--- src/hdl/swarq_pkg.sv ---
// shared types, command and register codes for the stop-and-wait link endpoint
// no dependencies; used by every module under hdl
package swarq_pkg;

  localparam int QUEUE_DEPTH_DEF = 8;

  localparam int CMD_W  = 2;
  localparam int WORD_W = 32;
  localparam int TRY_W  = 9;
  localparam int RETX_W = 16;
  localparam int LIMIT_W = 8;
  localparam int CFG_ADDR_W = 1;
  localparam int CFG_DATA_W = 16;

  localparam logic [CMD_W-1:0] CMD_SEND = 2'd0;
  localparam logic [CMD_W-1:0] CMD_TICK = 2'd1;
  localparam logic [CMD_W-1:0] CMD_ACK  = 2'd2;
  localparam logic [CMD_W-1:0] CMD_DATA = 2'd3;

  localparam logic [CFG_ADDR_W-1:0] REG_RETX_INTERVAL = 1'd0;
  localparam logic [CFG_ADDR_W-1:0] REG_TRY_LIMIT     = 1'd1;

  localparam logic [RETX_W-1:0]  RETX_INTERVAL_RST = 16'd500;
  localparam logic [LIMIT_W-1:0] TRY_LIMIT_RST     = 8'd5;

  // input tdata: now_time, msg_seq, msg_payload from the lowest bit up
  localparam int IN_DATA_W  = 96;
  // output tdata: accepted, tx_seq, tx_payload, ack_seq, deliver_seq,
  // deliver_payload, in_flight, link_dead, try_count, zero fill
  localparam int OUT_DATA_W = 176;
  localparam int OUT_USER_W = 2;

  typedef struct packed {
    logic [CMD_W-1:0]  cmd;
    logic [WORD_W-1:0] now_time;
    logic [WORD_W-1:0] msg_seq;
    logic [WORD_W-1:0] msg_payload;
  } item_t;

  typedef struct packed {
    logic              accepted;
    logic              tx_valid;
    logic [WORD_W-1:0] tx_seq;
    logic [WORD_W-1:0] tx_payload;
    logic              ack_valid;
    logic [WORD_W-1:0] ack_seq;
    logic [WORD_W-1:0] deliver_seq;
    logic [WORD_W-1:0] deliver_payload;
    logic              in_flight;
    logic              link_dead;
    logic [TRY_W-1:0]  try_count;
  } result_t;

endpackage

--- src/hdl/swarq_ram.sv ---
// payload queue memory: one write port, one registered read port
// same-cycle write to the address being read is forwarded; uses swarq_pkg
module swarq_ram #(
  parameter int QUEUE_DEPTH = swarq_pkg::QUEUE_DEPTH_DEF,
  parameter int IDX_W = (QUEUE_DEPTH > 1) ? $clog2(QUEUE_DEPTH) : 1
) (
  input  logic                      clk,
  input  logic                      wr_en,
  input  logic [IDX_W-1:0]          wr_addr,
  input  logic [swarq_pkg::WORD_W-1:0] wr_data,
  input  logic                      rd_en,
  input  logic [IDX_W-1:0]          rd_addr,
  output logic [swarq_pkg::WORD_W-1:0] rd_data
);
  import swarq_pkg::*;

  logic [WORD_W-1:0] mem [QUEUE_DEPTH];

  always_ff @(posedge clk) begin
    if (wr_en) begin
      mem[wr_addr] <= wr_data;
    end
  end

  always_ff @(posedge clk) begin
    if (rd_en) begin
      // bypass so a send into an empty queue is seen by the next item
      if (wr_en && (wr_addr == rd_addr)) begin
        rd_data <= wr_data;
      end else begin
        rd_data <= mem[rd_addr];
      end
    end
  end

endmodule

--- src/hdl/swarq_engine.sv ---
// link state, configuration registers and the per-word update
// reads the head payload from swarq_ram as each word is accepted, ahead of its commit; uses swarq_pkg
module swarq_engine #(
  parameter int QUEUE_DEPTH = swarq_pkg::QUEUE_DEPTH_DEF,
  parameter int IDX_W = (QUEUE_DEPTH > 1) ? $clog2(QUEUE_DEPTH) : 1
) (
  input  logic                            clk,
  input  logic                            rst,
  input  logic                            cfg_we,
  input  logic [swarq_pkg::CFG_ADDR_W-1:0] cfg_addr,
  input  logic [swarq_pkg::CFG_DATA_W-1:0] cfg_wdata,
  input  logic                            commit,
  input  swarq_pkg::item_t                item,
  input  logic [swarq_pkg::WORD_W-1:0]    head_payload,
  output logic                            wr_en,
  output logic [IDX_W-1:0]                wr_addr,
  output logic [IDX_W-1:0]                rd_addr,
  output swarq_pkg::result_t              result
);
  import swarq_pkg::*;

  localparam int CNT_W = $clog2(QUEUE_DEPTH + 1);
  localparam int SUM_W = IDX_W + 2;

  logic [RETX_W-1:0]  retx_interval;
  logic [LIMIT_W-1:0] try_limit;

  logic [IDX_W-1:0]  head_index, head_index_next;
  logic [CNT_W-1:0]  queue_count, queue_count_next;
  logic [WORD_W-1:0] next_send_seq, next_send_seq_next;
  logic [WORD_W-1:0] last_sent_time, last_sent_time_next;
  logic              has_been_sent, has_been_sent_next;
  logic [TRY_W-1:0]  tries, tries_next;
  logic              dead_flag, dead_flag_next;
  logic              peer_seen, peer_seen_next;
  logic [WORD_W-1:0] peer_seq, peer_seq_next;

  logic [WORD_W-1:0] head_seq;
  logic [WORD_W-1:0] elapsed;
  logic [WORD_W-1:0] expect_seq;
  logic [TRY_W-1:0]  tries_inc;
  logic [SUM_W-1:0]  tail_sum;
  logic [IDX_W-1:0]  head_inc;
  logic              send_ok;
  logic              tick_due;

  always_ff @(posedge clk) begin
    if (rst) begin
      retx_interval <= RETX_INTERVAL_RST;
      try_limit     <= TRY_LIMIT_RST;
    end else if (cfg_we) begin
      unique case (cfg_addr)
        REG_RETX_INTERVAL: retx_interval <= cfg_wdata;
        REG_TRY_LIMIT:     try_limit <= cfg_wdata[LIMIT_W-1:0];
        default: ;
      endcase
    end
  end

  assign head_seq   = next_send_seq - WORD_W'(queue_count);
  assign elapsed    = item.now_time - last_sent_time;
  assign expect_seq = peer_seen ? (peer_seq + 32'd1) : '0;
  assign tries_inc  = tries + 9'd1;
  assign tail_sum   = SUM_W'(head_index) + SUM_W'(queue_count);
  assign head_inc   = (head_index == IDX_W'(QUEUE_DEPTH - 1)) ? '0 : head_index + 1'b1;
  assign send_ok    = !dead_flag && (queue_count != CNT_W'(QUEUE_DEPTH));
  assign tick_due   = (queue_count != '0) && !dead_flag &&
                      !(has_been_sent && (elapsed < WORD_W'(retx_interval)));

  // tail slot: head plus count folded once into the ring
  always_comb begin
    if (tail_sum >= SUM_W'(QUEUE_DEPTH)) begin
      wr_addr = IDX_W'(tail_sum - SUM_W'(QUEUE_DEPTH));
    end else begin
      wr_addr = IDX_W'(tail_sum);
    end
  end

  always_comb begin
    head_index_next     = head_index;
    queue_count_next    = queue_count;
    next_send_seq_next  = next_send_seq;
    last_sent_time_next = last_sent_time;
    has_been_sent_next  = has_been_sent;
    tries_next          = tries;
    dead_flag_next      = dead_flag;
    peer_seen_next      = peer_seen;
    peer_seq_next       = peer_seq;
    result              = '0;
    wr_en               = 1'b0;

    unique case (item.cmd)
      CMD_SEND: begin
        if (send_ok) begin
          wr_en              = commit;
          queue_count_next   = queue_count + 1'b1;
          next_send_seq_next = next_send_seq + 32'd1;
          result.accepted    = 1'b1;
        end
      end
      CMD_TICK: begin
        if (tick_due) begin
          tries_next = tries_inc;
          if (tries_inc > TRY_W'(try_limit)) begin
            dead_flag_next = 1'b1;
          end else begin
            last_sent_time_next = item.now_time;
            has_been_sent_next  = 1'b1;
            result.accepted     = 1'b1;
            result.tx_valid     = 1'b1;
            result.tx_seq       = head_seq;
            result.tx_payload   = head_payload;
          end
        end
      end
      CMD_ACK: begin
        if ((queue_count != '0) && (item.msg_seq == head_seq)) begin
          head_index_next    = head_inc;
          queue_count_next   = queue_count - 1'b1;
          has_been_sent_next = 1'b0;
          tries_next         = '0;
        end
      end
      CMD_DATA: begin
        result.ack_valid = 1'b1;
        result.ack_seq   = item.msg_seq;
        if (item.msg_seq == expect_seq) begin
          peer_seen_next         = 1'b1;
          peer_seq_next          = item.msg_seq;
          result.accepted        = 1'b1;
          result.deliver_seq     = item.msg_seq;
          result.deliver_payload = item.msg_payload;
        end
      end
      default: ;
    endcase

    result.in_flight = (queue_count_next != '0);
    result.link_dead = dead_flag_next;
    result.try_count = tries_next;
  end

  // the next word's head read sees the head this word leaves behind
  assign rd_addr = commit ? head_index_next : head_index;

  always_ff @(posedge clk) begin
    if (rst) begin
      head_index     <= '0;
      queue_count    <= '0;
      next_send_seq  <= '0;
      last_sent_time <= '0;
      has_been_sent  <= 1'b0;
      tries          <= '0;
      dead_flag      <= 1'b0;
      peer_seen      <= 1'b0;
      peer_seq       <= '0;
    end else if (commit) begin
      head_index     <= head_index_next;
      queue_count    <= queue_count_next;
      next_send_seq  <= next_send_seq_next;
      last_sent_time <= last_sent_time_next;
      has_been_sent  <= has_been_sent_next;
      tries          <= tries_next;
      dead_flag      <= dead_flag_next;
      peer_seen      <= peer_seen_next;
      peer_seq       <= peer_seq_next;
    end
  end

endmodule

--- src/hdl/stop_and_wait_arq_link.sv ---
// top level of the stop-and-wait link endpoint: stream ports, item stage,
// output register; uses swarq_pkg, swarq_ram and swarq_engine
//
//  channel   dir  handshake          contents
//  s_*       in   s_tvalid/s_tready  one command word per transfer
//  m_*       out  m_tvalid/m_tready  one result word per command
//  cfg_*     in   cfg_we             retransmit interval, try limit
//
// a word is accepted into the item register, the head payload is read from the
// queue memory in that same edge, and the word commits once the result register
// is free; accept and commit overlap, so one word per cycle is sustained when the
// result side keeps up. the result register loads at the commit edge, which
// raises m_tvalid; the result is held until it is taken.
// rst (synchronous) empties the queue, clears link state and loads register
// defaults; the queue memory itself is not cleared.
// a stalled result register holds the pending word and drops s_tready.
module stop_and_wait_arq_link #(
  parameter int QUEUE_DEPTH = swarq_pkg::QUEUE_DEPTH_DEF
) (
  input  logic                               clk,
  input  logic                               rst,
  input  logic                               s_tvalid,
  output logic                               s_tready,
  input  logic [swarq_pkg::IN_DATA_W-1:0]    s_tdata,  // now_time, msg_seq, msg_payload
  input  logic [swarq_pkg::CMD_W-1:0]        s_tuser,  // cmd
  output logic                               m_tvalid,
  input  logic                               m_tready,
  // accepted, tx_seq, tx_payload, ack_seq, deliver_seq, deliver_payload,
  // in_flight, link_dead, try_count, zero fill
  output logic [swarq_pkg::OUT_DATA_W-1:0]   m_tdata,
  output logic [swarq_pkg::OUT_USER_W-1:0]   m_tuser,  // tx_valid, ack_valid
  input  logic                               cfg_we,
  input  logic [swarq_pkg::CFG_ADDR_W-1:0]   cfg_addr,
  input  logic [swarq_pkg::CFG_DATA_W-1:0]   cfg_wdata
);
  import swarq_pkg::*;

  localparam int IDX_W = (QUEUE_DEPTH > 1) ? $clog2(QUEUE_DEPTH) : 1;

  logic              pend_valid;
  item_t             pend_item;
  logic              commit;
  logic              accept;
  logic [WORD_W-1:0] head_payload;
  logic              wr_en;
  logic [IDX_W-1:0]  wr_addr;
  logic [IDX_W-1:0]  rd_addr;
  result_t           result;

  assign commit   = pend_valid && (!m_tvalid || m_tready);
  assign s_tready = !pend_valid || commit;
  assign accept   = s_tvalid && s_tready;

  always_ff @(posedge clk) begin
    if (rst) begin
      pend_valid <= 1'b0;
    end else if (accept) begin
      pend_valid <= 1'b1;
    end else if (commit) begin
      pend_valid <= 1'b0;
    end
  end

  always_ff @(posedge clk) begin
    if (accept) begin
      pend_item.cmd         <= s_tuser;
      pend_item.now_time    <= s_tdata[31:0];
      pend_item.msg_seq     <= s_tdata[63:32];
      pend_item.msg_payload <= s_tdata[95:64];
    end
  end

  swarq_ram #(
    .QUEUE_DEPTH(QUEUE_DEPTH),
    .IDX_W      (IDX_W)
  ) u_ram (
    .clk    (clk),
    .wr_en  (wr_en),
    .wr_addr(wr_addr),
    .wr_data(pend_item.msg_payload),
    .rd_en  (accept),
    .rd_addr(rd_addr),
    .rd_data(head_payload)
  );

  swarq_engine #(
    .QUEUE_DEPTH(QUEUE_DEPTH),
    .IDX_W      (IDX_W)
  ) u_engine (
    .clk         (clk),
    .rst         (rst),
    .cfg_we      (cfg_we),
    .cfg_addr    (cfg_addr),
    .cfg_wdata   (cfg_wdata),
    .commit      (commit),
    .item        (pend_item),
    .head_payload(head_payload),
    .wr_en       (wr_en),
    .wr_addr     (wr_addr),
    .rd_addr     (rd_addr),
    .result      (result)
  );

  always_ff @(posedge clk) begin
    if (rst) begin
      m_tvalid <= 1'b0;
    end else if (commit) begin
      m_tvalid <= 1'b1;
    end else if (m_tready) begin
      m_tvalid <= 1'b0;
    end
  end

  always_ff @(posedge clk) begin
    if (commit) begin
      m_tdata <= {4'd0, result.try_count, result.link_dead, result.in_flight,
                  result.deliver_payload, result.deliver_seq, result.ack_seq,
                  result.tx_payload, result.tx_seq, result.accepted};
      m_tuser <= {result.ack_valid, result.tx_valid};
    end
  end

endmodule

--- config.mk ---
export PLATFORM = sky130hd
export DESIGN_NAME = stop_and_wait_arq_link
export DESIGN_NICKNAME = d
export VERILOG_FILES = /design/src/hdl/swarq_pkg.sv /design/src/hdl/swarq_ram.sv /design/src/hdl/swarq_engine.sv /design/src/hdl/stop_and_wait_arq_link.sv
export SDC_FILE = /design/constraint.sdc
export NUM_CORES = 1
export LEC_CHECK = 0
export BUFFER_PORTS_ARGS = -buffer_cell sky130_fd_sc_hd__buf_2
export CAP_MARGIN = 20
export CORE_MARGIN = 10
export CORE_UTILIZATION = 30
export DETAILED_ROUTE_END_ITERATION = 7
export SETUP_SLACK_MARGIN = 0.4
export SLEW_MARGIN = 5
export SYNTH_ARGS = -nofsm -noshare
export SYNTH_HDL_FRONTEND = slang
export SYNTH_HIERARCHICAL = 1
export SYNTH_SLANG_ARGS = --single-unit
--- constraint.sdc ---
create_clock -name clk -period 6.7 [get_ports clk]
set_clock_uncertainty 0.15 [all_clocks]
set_input_delay 0.335 -clock clk [delete_from_list [all_inputs] [get_ports clk]]
set_output_delay 0.335 -clock clk [all_outputs]
set_load 0.02 [all_outputs]
==> flow_summary.toml <==
[run_status]
outcome = "completed"

[global_routing]
grt_pass1_vias = 21900
grt_pass1_wl_um = 138000
grt_start_max_net_pins = 131
grt_busiest_layer = "met2"
grt_use_met2_pct = 23.2
use_met1_pct = 19.7
grt-ovfl-total = 0
grt_use_total_pct = 14.5
antenna_found_initial = 5
use_met3_pct = 3.25

[worst_hold_path]
hold_path.class = "input port to flop"

[sta]
finalSetupViolCount = 0
drv_slew = 0
tightestPinTransition_ns = 0.928
tns_ns = 0
slew_headroom_pct = 38.1
fmax_mhz = 167
rsz0062_at_grt = "no"
post-route-period-util_pct = 89.1
min_period_ns = 5.97
hold_viol_final = 0

[detailed_routing]
dr.pass1.iters = 5
via_count = 21900
viasPerCell = 4.99
drtIter0Drc = 1749
post_drt_wl_per_cell_um = 20.8
remaining_drc_errors = 0
wl_um = 91200
final_antenna_net_count = 0

[clocking]
clock_sinks = 701
clockRootBuffer = "clkbuf_16"
cts_buffers = 80
clock_latency_ns = 0.67
clockBufferDepth = 3
cts_tree = "done"
cts.clk_slew.worst_paths_ns = 0.06
h-tree-depth = 3

[setup_path]
crit_required_ns = 6.97
slowest_stage = "mux4_1"
crit_type = "flop to flop"
path_cells = "inv_1 -> ha_1 -> or2_2 -> o211a_1 -> nor4_1 -> o221ai_1 -> or4_1 -> nor4_1 -> nand4_2 -> nor2_1 -> buf_4 -> mux2_4 -> buf_4 -> mux4_1 -> mux2_2 -> mux2_2"
slowest_delay_ns = 0.59
endpoint_kind = "flop"
cp-start-kind = "flop"
crit_arrival_ns = 6.24
crit_fanout = 21

[place]
hpwl_um = 60500
port_buffers = 295
gp_congestion = 0.866
dpl.cell_count = 4110

[power]
seq_power_share_pct = 48.4
p_per_area_mw_per_mm2 = 257
switching_power_w = 0.00241
pwr-share-comb_pct = 6.9
p_clk_share_pct = 44.7
p_leak_nw = 14.1
switching_share_pct = 23.7
worst_ir_drop_vdd_uv = 216
power.internal_w = 0.00778

[floorplanning]
rows = 120
core_area_mm2 = 0.108
die-area_mm2 = 0.122
initial_core_util_pct = 30.3
die_w_um = 350
die_h_um = 350
boundaryPins = 300

[flow_run]
timing.max_cap.violations = 0

[logic_synthesis]
synth_cells = 2510
ys.flop_type = "edfxtp_1"
synth-warning-count = 6
synth_edf_count = 560
syn_avg_cell_area_um2 = 13.0
syn_area_mm2 = 0.0326
ys_seq_elements = 701
yosysUniqueCellTypes = 99
synthArstFlopShare_pct = 0
seq_area_frac_synth_pct = 60.2

[cells_and_area]
drive_gt1_share_pct = 20.6
layout.nets = 3110
fin_util_pct = 36.9
syn2layout_area_growth_pct = 21.7
instances_no_fill = 4392
## routing by layer
metal | wire (um) | up-vias
li1 | - | 10100
met5 | 11 | -
met2 | 41900 | 729
met4 | 1810 | 2
met1 | 40900 | 10900
met3 | 6540 | 122
## logic make-up (layout without fill, tap and decap cells)
kind of cell,count (synthesis),in the layout,synth area share (%)
AOI/OAI and AO/OA,344,344,7.16
xor gates and xnor gates,127,127,3.58
adders and majority gates,73,73,2.87
buffers and inverters,251,722,3.29
DFF,701,701,60.2
muxes,202,202,9.37
other,1,9,0.0115
and+or+nand+nor,811,811,13.5
## flip-flops by register name, indices dropped and copies added, names as in the netlist
| signal | flops |
|---|---|
| m_tdata | 172 |
| m_tuser | 2 |
| m_tvalid | 1 |
| pend_item | 98 |
| pend_valid | 1 |
| u_engine/dead_flag | 1 |
| u_engine/has_been_sent | 1 |
| u_engine/head_index | 3 |
| u_engine/last_sent_time | 32 |
| u_engine/next_send_seq | 32 |
| u_engine/peer_seen | 1 |
| u_engine/peer_seq | 32 |
| u_engine/queue_count | 4 |
| u_engine/retx_interval | 16 |
| u_engine/tries | 9 |
| u_engine/try_limit | 8 |
| u_ram/mem | 256 |
| u_ram/rd_data | 32 |
## worst max-delay path: cells and delay by family, from the launching register on
kind	cells	cell delay, ns
compound gates	2	0.59
fa+ha+maj	1	0.28
flops	1	0.45
buf+inv	3	0.63
simple gates	6	2.05
mux	4	1.56
## metrics by stage
stage | total power (W) | area [um2] | worst slack (ns) | hold slack (ns)
floorplan | 0.00539 | 32600 | 0.434 | 0.247
global placement | 0.00567 | 35600 | 0.756 | 0.294
detailed placement | 0.00567 | 35600 | 0.688 | 0.297
CTS | 0.0103 | 39600 | 0.706 | 0.0537
global route | 0.0106 | 39700 | 0.525 | 0.120
finish | 0.0102 | 39700 | 0.729 | 0.0874
## synthesized netlist by cell type (15+ instances only)
cell | instances | share of area [%]
mux2_2 | 56 | 1.9
nand2b_1 | 83 | 1.6
o211ai_1 | 18 | 0.41
mux2i_1 | 68 | 2.1
mux4_1 | 25 | 2.0
and2_1 | 139 | 2.7
or3_1 | 15 | 0.29
nand4_1 | 35 | 0.67
nor3_1 | 39 | 0.60
nor4_1 | 32 | 0.61
dfxtp_1 | 141 | 8.7
nand2_1 | 135 | 1.6
xnor2_1 | 72 | 1.9
mux4_2 | 39 | 2.7
xor2_1 | 51 | 1.4
edfxtp_1 | 560 | 52
clkbuf_1 | 108 | 1.2
and3_1 | 17 | 0.33
nor2b_1 | 26 | 0.50
o21ai_0 | 63 | 0.97
o21a_1 | 16 | 0.37
inv_1 | 106 | 1.2
a21oi_1 | 89 | 1.4
nand3_1 | 56 | 0.86
ha_1 | 70 | 2.7
nor2_1 | 156 | 1.8
a31oi_1 | 17 | 0.33
## placed cells by master, fill, tap and decap left out, types with 62 or more instances in the layout
cell	netlist	routed
edfxtp_1	560	560
buf_2	14	294
nor2_1	156	149
dfxtp_1	141	141
and2_1	139	139
nand2_1	135	135
dlygate4sd3_1	0	125
inv_1	106	106
a21oi_1	89	89
nand2b_1	83	83
clkbuf_16	0	80
xnor2_1	72	72
ha_1	70	70
mux2i_1	68	68
o21ai_0	63	62
## final cells by class
class	count	area, um2
diodes	5	12.5
clock buffers	100	2090
clock inverters	49	654
fillers	10300	67800
inverters	107	402
multi-input cells	1561	12000
flip-flops and latches	701	19600
well taps	1403	1760
repair buffers	466	3130
## path summary, 6_finish.rpt
check | start | to | slack (ns) | cells after the start
worst min register to register | u_engine/try_limit[1] | u_engine/try_limit[1] | 0.31 | 2
worst max register to register | u_engine/queue_count[2] | u_ram/rd_data[3] | 0.73 | 16
worst min-delay path | rst | m_tvalid | 0.09 | 2
worst max-delay path | u_engine/queue_count[2] | u_ram/rd_data[3] | 0.73 | 16
## power by group through the flow
stage | clock (W) | sequential (W) | combinational [W]
2_1_floorplan | 0 | 0.00503 | 0.000353
3_3_place_gp | 0 | 0.00502 | 0.000646
3_5_place_dp | 0 | 0.00502 | 0.000648
4_1_cts | 0.00469 | 0.00493 | 0.000708
5_1_grt | 0.00486 | 0.00494 | 0.000774
6_report | 0.00455 | 0.00493 | 0.000708
## repair_timing
action                                  4_1_cts  5_1_grt
endpoints found under the hold margin       124        0
endpoints found under the setup margin        0        2
hold buffers                                125        0
resized for setup                             0        0
setup buffers                                 0        2
(Power assumes the default switching activity.)
